===== src/rtl/core/tqs_pkg.sv =====
// Types, constants and helper functions shared by the thread queue scheduler.
package tqs_pkg;

   localparam int THREAD_SLOTS = 16;
   localparam int SLOT_W       = $clog2(THREAD_SLOTS);
   localparam int LINK_W       = $clog2(THREAD_SLOTS + 1);

   // null marker for links, heads, tails and the running slot
   localparam logic [LINK_W-1:0] NIL = LINK_W'(THREAD_SLOTS);

   localparam logic [31:0] STACK_BASE_RESET = 32'h0003_0000;
   localparam int          STACK_SHIFT      = 12;
   localparam logic [31:0] PC_STEP          = 32'd4;

   typedef enum logic [1:0] {
      ACT_CREATE,
      ACT_SCHEDULE,
      ACT_WAKE,
      ACT_INVALID
   } action_type;

   typedef enum logic [1:0] {
      REQ_RUN,
      REQ_SLEEP,
      REQ_INIT,
      REQ_INVALID
   } req_state_type;

   typedef enum logic [1:0] {
      TAG_NONE,
      TAG_FREE,
      TAG_RUN,
      TAG_SLEEP
   } list_tag_type;

   typedef enum logic [2:0] {
      ST_OK,
      ST_NO_FREE,
      ST_BAD_STATE,
      ST_BAD_ID,
      ST_NOT_ASLEEP,
      ST_KEPT,
      ST_NONE_RUNNING
   } status_type;

   typedef enum logic [2:0] {
      SEQ_IDLE,
      SEQ_DET_RD,
      SEQ_DET_P,
      SEQ_DET_N,
      SEQ_LINK_S,
      SEQ_LINK_NB,
      SEQ_POP,
      SEQ_FIN
   } seq_state_type;

   typedef struct packed {
      logic [LINK_W-1:0] next;
      logic [LINK_W-1:0] prev;
      list_tag_type      tag;
   } slot_entry_type;

   function automatic logic link_valid(input logic [LINK_W-1:0] link);
      return link < LINK_W'(THREAD_SLOTS);
   endfunction

   // slots 1..N-1 chained on the free list, slot 0 on no list
   function automatic slot_entry_type slot_reset(input int unsigned idx);
      slot_entry_type e;
      e.next = (idx >= 1 && idx < THREAD_SLOTS - 1) ? LINK_W'(idx + 1) : NIL;
      e.prev = (idx >= 2) ? LINK_W'(idx - 1) : NIL;
      e.tag  = (idx == 0) ? TAG_NONE : TAG_FREE;
      return e;
   endfunction

endpackage


===== src/rtl/core/thread_queue_scheduler.sv =====
// Thread queue scheduler: free, run and sleep slot lists walked by a small sequencer.
// List edits write one slot table entry per sequencer state.
// Throughput: one request at a time; req_stall stays high until the sequencer is back in
// idle, which it enters as the response register loads (a stalled response delays the load).
// Reset (sync, active high): slots 1..N-1 free, other lists empty, base 0x30000, no response.
module thread_queue_scheduler (
   input  logic        clock,
   input  logic        reset,
   // request channel
   input  logic        req_valid,
   output logic        req_stall,
   input  logic [1:0]  req_action,
   input  logic [31:0] req_start_address,
   input  logic [1:0]  req_requested_state,
   input  logic [5:0]  req_target_thread,
   input  logic [31:0] req_wake_value,
   // response channel
   output logic        rsp_valid,
   input  logic        rsp_stall,
   output logic [3:0]  rsp_thread_id,
   output logic [2:0]  rsp_status,
   output logic [31:0] rsp_stack_top,
   output logic [31:0] rsp_entry_pc,
   output logic [31:0] rsp_return_value,
   // stack base register write
   input  logic        csr_valid,
   output logic        csr_ready,
   input  logic [31:0] csr_wdata
);
   import tqs_pkg::*;

   // sequencer and list heads
   seq_state_type     state_ff, state_in;
   logic [LINK_W-1:0] free_head_ff, free_head_in, free_tail_ff, free_tail_in;
   logic [LINK_W-1:0] run_head_ff, run_head_in, run_tail_ff, run_tail_in;
   logic [LINK_W-1:0] sleep_head_ff, sleep_head_in, sleep_tail_ff, sleep_tail_in;
   logic [LINK_W-1:0] running_ff, running_in;

   // slot link table: one read address (slot_ff), one write per cycle
   slot_entry_type    slots_ff [THREAD_SLOTS];
   slot_entry_type    rd_entry;
   logic              wr_en, wr_next_en, wr_prev_en, wr_tag_en;
   logic [SLOT_W-1:0] wr_addr;
   slot_entry_type    wr_entry;

   // per-request working registers
   logic [SLOT_W-1:0] slot_ff, slot_in;
   list_tag_type      list_ff, list_in;
   logic              at_tail_ff, at_tail_in;
   action_type        action_ff, action_in;
   status_type        status_ff, status_in;
   logic [LINK_W-1:0] p_ff, p_in, n_ff, n_in, nb_ff, nb_in;
   logic [31:0]       epc_ff, epc_in, wval_ff, wval_in;

   logic [31:0]       stack_base_ff;

   // response register
   logic              rsp_valid_ff, rsp_valid_in;
   logic [3:0]        rsp_thread_id_ff, rsp_thread_id_in;
   logic [2:0]        rsp_status_ff, rsp_status_in;
   logic [31:0]       rsp_stack_top_ff, rsp_stack_top_in;
   logic [31:0]       rsp_entry_pc_ff, rsp_entry_pc_in;
   logic [31:0]       rsp_return_value_ff, rsp_return_value_in;

   // selected list head/tail and their updates
   logic [LINK_W-1:0] cur_head, cur_tail, new_head, new_tail, nb;
   logic              set_head, set_tail;

   // shared 32-bit adder: entry pc at request transfer, stack top at finish
   logic [31:0]       add_a, add_b, add_sum;

   req_state_type     req_kind;
   logic              target_ok;

   assign req_kind  = req_state_type'(req_requested_state);
   assign target_ok = {1'b0, req_target_thread} < 7'(THREAD_SLOTS);
   assign rd_entry  = slots_ff[slot_ff];

   assign add_a   = (state_ff == SEQ_IDLE) ? req_start_address : stack_base_ff;
   assign add_b   = (state_ff == SEQ_IDLE) ? PC_STEP
                                           : (32'(slot_ff) + 32'd1) << STACK_SHIFT;
   assign add_sum = add_a + add_b;

   always_comb begin
      case (list_ff)
         TAG_FREE: begin
            cur_head = free_head_ff;
            cur_tail = free_tail_ff;
         end
         TAG_SLEEP: begin
            cur_head = sleep_head_ff;
            cur_tail = sleep_tail_ff;
         end
         default: begin
            cur_head = run_head_ff;
            cur_tail = run_tail_ff;
         end
      endcase
   end

   // sequencer: next state, table write port, list edits, response load
   always_comb begin
      state_in            = state_ff;
      running_in          = running_ff;
      slot_in             = slot_ff;
      list_in             = list_ff;
      at_tail_in          = at_tail_ff;
      action_in           = action_ff;
      status_in           = status_ff;
      p_in                = p_ff;
      n_in                = n_ff;
      nb_in               = nb_ff;
      epc_in              = epc_ff;
      wval_in             = wval_ff;
      wr_en               = 1'b0;
      wr_next_en          = 1'b0;
      wr_prev_en          = 1'b0;
      wr_tag_en           = 1'b0;
      wr_addr             = slot_ff;
      wr_entry            = '{next: NIL, prev: NIL, tag: TAG_NONE};
      set_head            = 1'b0;
      set_tail            = 1'b0;
      new_head            = NIL;
      new_tail            = NIL;
      nb                  = at_tail_ff ? cur_tail : cur_head;
      rsp_valid_in        = rsp_valid_ff && rsp_stall;
      rsp_thread_id_in    = rsp_thread_id_ff;
      rsp_status_in       = rsp_status_ff;
      rsp_stack_top_in    = rsp_stack_top_ff;
      rsp_entry_pc_in     = rsp_entry_pc_ff;
      rsp_return_value_in = rsp_return_value_ff;

      unique case (state_ff)
         SEQ_IDLE: begin
            if (req_valid) begin
               action_in  = action_type'(req_action);
               epc_in     = add_sum;
               wval_in    = req_wake_value;
               status_in  = ST_OK;
               slot_in    = '0;
               at_tail_in = 1'b0;
               state_in   = SEQ_FIN;
               unique case (action_type'(req_action))
                  ACT_CREATE: begin
                     if (link_valid(free_head_ff)) begin
                        slot_in  = free_head_ff[SLOT_W-1:0];
                        list_in  = TAG_FREE;
                        state_in = SEQ_DET_RD;
                     end else begin
                        status_in = ST_NO_FREE;
                     end
                  end
                  ACT_SCHEDULE: begin
                     if (req_kind == REQ_INVALID) begin
                        status_in = ST_BAD_STATE;
                     end else if (req_kind == REQ_RUN && !link_valid(run_head_ff)) begin
                        // nothing else to run: keep the current thread
                        if (link_valid(running_ff)) begin
                           status_in = ST_KEPT;
                           slot_in   = running_ff[SLOT_W-1:0];
                        end else begin
                           status_in = ST_NONE_RUNNING;
                        end
                     end else begin
                        if (req_kind != REQ_INIT && !link_valid(running_ff)) begin
                           status_in = ST_NONE_RUNNING;
                        end
                        // requeue the outgoing thread unless idle, absent or init
                        if (req_kind != REQ_INIT && link_valid(running_ff) &&
                            running_ff != '0) begin
                           slot_in    = running_ff[SLOT_W-1:0];
                           list_in    = (req_kind == REQ_RUN) ? TAG_RUN : TAG_SLEEP;
                           at_tail_in = 1'b1;
                           state_in   = SEQ_LINK_S;
                        end else begin
                           state_in = SEQ_POP;
                        end
                     end
                  end
                  ACT_WAKE: begin
                     if (target_ok) begin
                        slot_in  = req_target_thread[SLOT_W-1:0];
                        list_in  = TAG_SLEEP;
                        state_in = SEQ_DET_RD;
                     end else begin
                        status_in = ST_BAD_ID;
                     end
                  end
                  default: begin
                     status_in = ST_BAD_STATE;
                  end
               endcase
            end
         end

         // detach, first step: grab neighbors and clear the slot
         SEQ_DET_RD: begin
            if (action_ff == ACT_WAKE && rd_entry.tag != TAG_SLEEP) begin
               status_in = ST_NOT_ASLEEP;
               state_in  = SEQ_FIN;
            end else begin
               p_in       = rd_entry.prev;
               n_in       = rd_entry.next;
               wr_en      = 1'b1;
               wr_next_en = 1'b1;
               wr_prev_en = 1'b1;
               wr_tag_en  = 1'b1;
               state_in   = SEQ_DET_P;
            end
         end

         // detach: predecessor side or head, and tail when slot was last
         SEQ_DET_P: begin
            if (link_valid(p_ff)) begin
               wr_en         = 1'b1;
               wr_next_en    = 1'b1;
               wr_addr       = p_ff[SLOT_W-1:0];
               wr_entry.next = n_ff;
            end else begin
               set_head = 1'b1;
               new_head = n_ff;
            end
            if (link_valid(n_ff)) begin
               state_in = SEQ_DET_N;
            end else begin
               set_tail = 1'b1;
               new_tail = p_ff;
               if (action_ff == ACT_SCHEDULE) begin
                  running_in = LINK_W'(slot_ff);
                  state_in   = SEQ_FIN;
               end else begin
                  list_in    = TAG_RUN;
                  at_tail_in = 1'b0;
                  state_in   = SEQ_LINK_S;
               end
            end
         end

         // detach: successor side
         SEQ_DET_N: begin
            wr_en         = 1'b1;
            wr_prev_en    = 1'b1;
            wr_addr       = n_ff[SLOT_W-1:0];
            wr_entry.prev = p_ff;
            if (action_ff == ACT_SCHEDULE) begin
               running_in = LINK_W'(slot_ff);
               state_in   = SEQ_FIN;
            end else begin
               list_in    = TAG_RUN;
               at_tail_in = 1'b0;
               state_in   = SEQ_LINK_S;
            end
         end

         // link, first step: write the slot itself and move head or tail
         SEQ_LINK_S: begin
            nb_in         = nb;
            wr_en         = 1'b1;
            wr_next_en    = 1'b1;
            wr_prev_en    = 1'b1;
            wr_tag_en     = 1'b1;
            wr_entry.tag  = list_ff;
            wr_entry.next = at_tail_ff ? NIL : cur_head;
            wr_entry.prev = at_tail_ff ? cur_tail : NIL;
            if (link_valid(nb)) begin
               if (at_tail_ff) begin
                  set_tail = 1'b1;
                  new_tail = LINK_W'(slot_ff);
               end else begin
                  set_head = 1'b1;
                  new_head = LINK_W'(slot_ff);
               end
               state_in = SEQ_LINK_NB;
            end else begin
               set_head = 1'b1;
               set_tail = 1'b1;
               new_head = LINK_W'(slot_ff);
               new_tail = LINK_W'(slot_ff);
               state_in = (action_ff == ACT_SCHEDULE) ? SEQ_POP : SEQ_FIN;
            end
         end

         // link: point the old end entry at the new slot
         SEQ_LINK_NB: begin
            wr_en         = 1'b1;
            wr_addr       = nb_ff[SLOT_W-1:0];
            wr_next_en    = at_tail_ff;
            wr_prev_en    = !at_tail_ff;
            wr_entry.next = LINK_W'(slot_ff);
            wr_entry.prev = LINK_W'(slot_ff);
            state_in      = (action_ff == ACT_SCHEDULE) ? SEQ_POP : SEQ_FIN;
         end

         // pick the next thread: run queue head, else the idle thread
         SEQ_POP: begin
            if (link_valid(run_head_ff)) begin
               slot_in  = run_head_ff[SLOT_W-1:0];
               list_in  = TAG_RUN;
               state_in = SEQ_DET_RD;
            end else begin
               slot_in    = '0;
               running_in = '0;
               state_in   = SEQ_FIN;
            end
         end

         // load the response register once it is free
         SEQ_FIN: begin
            if (!rsp_valid_ff || !rsp_stall) begin
               rsp_valid_in        = 1'b1;
               rsp_thread_id_in    = 4'(slot_ff);
               rsp_status_in       = status_ff;
               rsp_stack_top_in    = (action_ff == ACT_CREATE && status_ff == ST_OK)
                                     ? add_sum : 32'd0;
               rsp_entry_pc_in     = (action_ff == ACT_CREATE && status_ff == ST_OK)
                                     ? epc_ff : 32'd0;
               rsp_return_value_in = (action_ff == ACT_WAKE && status_ff == ST_OK)
                                     ? wval_ff : 32'd0;
               state_in            = SEQ_IDLE;
            end
         end

         default: begin
            state_in = SEQ_IDLE;
         end
      endcase
   end

   // apply head/tail edits to the selected list
   always_comb begin
      free_head_in  = free_head_ff;
      free_tail_in  = free_tail_ff;
      run_head_in   = run_head_ff;
      run_tail_in   = run_tail_ff;
      sleep_head_in = sleep_head_ff;
      sleep_tail_in = sleep_tail_ff;
      case (list_ff)
         TAG_FREE: begin
            if (set_head) free_head_in = new_head;
            if (set_tail) free_tail_in = new_tail;
         end
         TAG_SLEEP: begin
            if (set_head) sleep_head_in = new_head;
            if (set_tail) sleep_tail_in = new_tail;
         end
         default: begin
            if (set_head) run_head_in = new_head;
            if (set_tail) run_tail_in = new_tail;
         end
      endcase
   end

   // control state
   always_ff @(posedge clock) begin
      if (reset) begin
         state_ff      <= SEQ_IDLE;
         free_head_ff  <= (THREAD_SLOTS > 1) ? LINK_W'(1) : NIL;
         free_tail_ff  <= (THREAD_SLOTS > 1) ? LINK_W'(THREAD_SLOTS - 1) : NIL;
         run_head_ff   <= NIL;
         run_tail_ff   <= NIL;
         sleep_head_ff <= NIL;
         sleep_tail_ff <= NIL;
         running_ff    <= NIL;
         rsp_valid_ff  <= 1'b0;
         stack_base_ff <= STACK_BASE_RESET;
      end else begin
         state_ff      <= state_in;
         free_head_ff  <= free_head_in;
         free_tail_ff  <= free_tail_in;
         run_head_ff   <= run_head_in;
         run_tail_ff   <= run_tail_in;
         sleep_head_ff <= sleep_head_in;
         sleep_tail_ff <= sleep_tail_in;
         running_ff    <= running_in;
         rsp_valid_ff  <= rsp_valid_in;
         if (csr_valid) begin
            stack_base_ff <= csr_wdata;
         end
      end
   end

   // slot link table
   always_ff @(posedge clock) begin
      if (reset) begin
         for (int i = 0; i < THREAD_SLOTS; i++) begin
            slots_ff[i] <= slot_reset(i);
         end
      end else if (wr_en) begin
         if (wr_next_en) slots_ff[wr_addr].next <= wr_entry.next;
         if (wr_prev_en) slots_ff[wr_addr].prev <= wr_entry.prev;
         if (wr_tag_en)  slots_ff[wr_addr].tag  <= wr_entry.tag;
      end
   end

   // payload registers
   always_ff @(posedge clock) begin
      slot_ff             <= slot_in;
      list_ff             <= list_in;
      at_tail_ff          <= at_tail_in;
      action_ff           <= action_in;
      status_ff           <= status_in;
      p_ff                <= p_in;
      n_ff                <= n_in;
      nb_ff               <= nb_in;
      epc_ff              <= epc_in;
      wval_ff             <= wval_in;
      rsp_thread_id_ff    <= rsp_thread_id_in;
      rsp_status_ff       <= rsp_status_in;
      rsp_stack_top_ff    <= rsp_stack_top_in;
      rsp_entry_pc_ff     <= rsp_entry_pc_in;
      rsp_return_value_ff <= rsp_return_value_in;
   end

   assign req_stall        = (state_ff != SEQ_IDLE);
   assign csr_ready        = 1'b1;
   assign rsp_valid        = rsp_valid_ff;
   assign rsp_thread_id    = rsp_thread_id_ff;
   assign rsp_status       = rsp_status_ff;
   assign rsp_stack_top    = rsp_stack_top_ff;
   assign rsp_entry_pc     = rsp_entry_pc_ff;
   assign rsp_return_value = rsp_return_value_ff;

   // the running thread is never also on a list
   a_running_unlisted: assert property (@(posedge clock) disable iff (reset)
      (state_ff == SEQ_IDLE && running_ff < LINK_W'(THREAD_SLOTS)) |->
      (slots_ff[running_ff[SLOT_W-1:0]].tag == TAG_NONE))
      else $error("running thread still tagged on a list");

   // run queue head and tail are empty together
   a_run_ends: assert property (@(posedge clock) disable iff (reset)
      (state_ff == SEQ_IDLE) |->
      ((run_head_ff < LINK_W'(THREAD_SLOTS)) == (run_tail_ff < LINK_W'(THREAD_SLOTS))))
      else $error("run queue head and tail disagree on emptiness");

   // free list head really is a free slot
   a_free_head_tag: assert property (@(posedge clock) disable iff (reset)
      (state_ff == SEQ_IDLE && free_head_ff < LINK_W'(THREAD_SLOTS)) |->
      (slots_ff[free_head_ff[SLOT_W-1:0]].tag == TAG_FREE))
      else $error("free list head not tagged free");

   // a taken response is not shown again unless a new one was loaded
   a_rsp_drop: assert property (@(posedge clock) disable iff (reset)
      (rsp_valid_ff && !rsp_stall && state_ff != SEQ_FIN) |=> !rsp_valid_ff)
      else $error("response repeated after transfer");

endmodule

===== config.mk =====
export PLATFORM = sky130hd
export DESIGN_NAME = thread_queue_scheduler
export DESIGN_NICKNAME = d
export VERILOG_FILES = /design/src/rtl/core/tqs_pkg.sv /design/src/rtl/core/thread_queue_scheduler.sv
export SDC_FILE = /design/constraint.sdc
export NUM_CORES = 1
export LEC_CHECK = 0
export BUFFER_PORTS_ARGS = -buffer_cell sky130_fd_sc_hd__buf_2
export CAP_MARGIN = 5
export CORE_MARGIN = 8
export CORE_UTILIZATION = 40
export CTS_CLUSTER_DIAMETER = 150
export DETAILED_ROUTE_END_ITERATION = 8
export PLACE_DENSITY = 0.66
export SLEW_MARGIN = 20
export SYNTH_ARGS = -nofsm -noshare
export SYNTH_HDL_FRONTEND = slang
export SYNTH_SLANG_ARGS = --single-unit

===== constraint.sdc =====
create_clock -name clock -period 10.2 [get_ports clock]
set_input_delay 0 -clock clock [delete_from_list [all_inputs] [get_ports clock]]
set_output_delay 0 -clock clock [all_outputs]
set_load 0.005 [all_outputs]

==> results.toml <==
[status]
status = "finished, final reports clean"

[grt]
grt_start_max_net_pins = 76
grtUsageTotal_pct = 19.6
grt_pass1_vias = 14900
grtUsageMet1_pct = 25.4
grt_overflow = 0
grt.busiest_layer = "met2"
grt_first_pass_wirelength_mm = 91.5
antenna_found_initial = 3
met3_usage_pct = 4.45
grtUsageMet2_pct = 31.9

[clocking]
tritoncts = "yes"
clock_sinks = 460
clock_tree.root_cell = "clkbuf_16"
htreeDepth = 2
cts_setup_buffers = 0
cts_buffers = 49
clk_latency_ns = 0.60
clock_path_buffers = 3
ctsResizeCount = 0
path_clk_slew_ns = 0.06

[timing]
max_slew_margin_pct = 21.6
hold_ws_ns = 0.0314
fmax_mhz = 247
min_period_ns = 4.05
post-route-period-util_pct = 39.7
rsz0062_at_grt = "no"
finalSetupViolCount = 0
slew_viol_final = 0
finalHoldViolCount = 0
timing.setup.tns_ns = 0
finClkSkew_ns = 0.0241
tightest_slew_ns = 1.18
fin_ws_ns = 6.15

[worst_setup_path]
cp-start-kind = "register"
worstSetupEndpointType = "register"
cp.arrival_ns = 4.33
worstSetupPathType = "reg2reg"
cp_max_fo = 26
cp.required_ns = 10.48
reg2reg_slack_ns = 6.15

[placement]
port_buffers = 215
pre_cts_slack_ns = 6.30
dpl.hpwl_mm = 41.4
gp_congestion = 0.924

[yosys]
synth_most_common_cell = "edfxtp_1"
async_flop_share_pct = 0
yosysWarnings = 0
synth_flop_cell = "edfxtp_1"
syn_avg_cell_area_um2 = 12.9
synth_area_leader_cell = "edfxtp_1"
synth-seq-cells = 460
synthCells = 1619
seq_area_frac_synth_pct = 62.5
synthTopCellsByArea = "edfxtp_1 (55%), dfxtp_1 (7.2%), mux4_2 (5.4%)"
synthTopCellsByCount = "edfxtp_1 (385), nor2_1 (112), clkbuf_1 (91), nor3_1 (84), nand2_1 (79)"
syn-cell-area_mm2 = 0.0209
synth_fp_nets = 1741
synth.distinct_cells = 70
synth_edf_count = 385
synth_top_area_share_pct = 55.3

[floorplan]
placementRows = 83
io-pin-count = 217
core-area_mm2 = 0.0515
die_w_um = 245
initial_core_util_pct = 40.6
die_area_mm2 = 0.0598
die_h_um = 245

[power_and_ir_drop]
p_seq_share_pct = 39.0
vdd_ir_drop_max_mv = 0.161
p_leak_nw = 9.16
total_power_mw = 6.69
combPwrFrac_pct = 33.6
p_clk_share_pct = 27.4
p_sw_share_pct = 36.0
p_per_area_mw_per_mm2 = 260
p_sw_mw = 2.41
internal_power_mw = 4.28

[final_layout]
syn_to_final_growth_pct = 22.9
drive_gt1_share_pct = 21.3
nets = 2056
fin_util_pct = 49.9

[drt]
dr.pass1.iters = 5
post_drt_via_cell_ratio = 5.73
wl_per_cell_um = 22.9
wl_mm = 60.7
drt_iter0_drc = 1430
drc = 0
postRouteAntennaNets = 0
vias = 15200

[run]
maxCapViolations = 0

[min_path]
min_path_type = "in2reg"
power by group through the flow:
stage / Clock, mW / Combinational [mW] / Sequential (mW)
after global routing: 1.93 / 2.41 / 2.63
after floorplan: 0 / 1.54 / 2.53
after CTS: 1.86 / 2.22 / 2.60
final: 1.83 / 2.25 / 2.61
after global placement: 0 / 2.12 / 2.63
after detailed placement: 0 / 2.18 / 2.64
critical path: stages (launching register included):
cell and delay (ns):
dfxtp_1 0.83, nand2b_1 0.34, nor3_2 0.79, a221oi_1 0.22, buf_4 0.24, nor4_1 0.79
buf_4 0.28, a21o_1 0.24
stage by stage:
stage	cells	cell area [um2]
2_1_floorplan	1619	20900
3_3_place_gp	2434	22700
3_5_place_dp	2434	22700
4_1_cts	2651	25600
5_1_grt	2655	25700
6_report	2655	25700
worst paths after layout:
kind | depth (start not counted) | to | from
setup / recovery | 7 | slots_ff[11][7] | state_ff[1]
hold / removal | 4 | slot_ff[2] | req_target_thread[2]
setup reg to reg | 7 | slots_ff[11][7] | state_ff[1]
hold reg to reg | 2 | running_ff[0] | running_ff[0]
placed cells by master, fill, tap and decap left out, drive strengths merged, types with 22 or more instances in the layout:
master | synthesis | layout
a21o | 38 | 38
nand3 | 64 | 64
nand4 | 28 | 28
xnor2 | 24 | 24
dlygate4sd3 | 0 | 127
a21oi | 43 | 43
inv | 20 | 22
clkbuf | 91 | 67
nor3 | 85 | 85
dfxtp | 75 | 75
and2 | 74 | 74
nor2 | 112 | 112
buf | 26 | 254
and3 | 63 | 63
a211oi | 31 | 31
mux2i | 61 | 61
o21ai | 24 | 24
edfxtp | 385 | 385
nand2 | 79 | 79
or3 | 32 | 32
mux4 | 50 | 50
flip-flops by register name, indices dropped and copies added (netlist names), 5 cells and up, named ones only:
register,count
wval_ff,32
free_head_ff,5
running_ff,5
free_tail_ff,5
stack_base_ff,32
slots_ff,192
run_head_ff,5
run_tail_ff,5
rsp_entry_pc,32
epc_ff,32
p_ff,5
rsp_return_value,32
sleep_head_ff,5
n_ff,5
rsp_stack_top,32
sleep_tail_ff,5
routing by layer:
layer  share of wire (%)  vias up
met5                   0        -
met2                  47      747
li1                    -     6828
met3                 9.3      127
met1                  40     7507
met4                 3.1        0
final cells by class:
cell class	instances	area (um2)
antenna	2	5.00
clock buffer	67	1330
clock inverter	23	322
fill	4385	25800
inverter	20	75.1
multi-input combinational	1022	7400
sequential	460	13100
tap	680	851
timing repair buffer	381	2640
repair_timing:
action / in CTS / in global routing
hold endpoints to repair: 115 / 0
hold buffers: 127 / 0
setup endpoints to repair: 0 / 0
kinds of logic (layout without fill, tap and decap cells):
family                   after synthesis  after routing  synth area share [%]
AO/OA/AOI/OAI                        243            243                  8.54
adder cells (fa/ha/maj)               11             11                 0.659
flip-flops                           460            460                  62.5
XOR/XNOR                              32             32                  1.34
buffers and inverters                137            491                  2.56
multiplexers                         120            120                  8.79
other                                  1              3                0.0179
AND/OR/NAND/NOR                      615            615                  15.6
(Power assumes the default switching activity.)
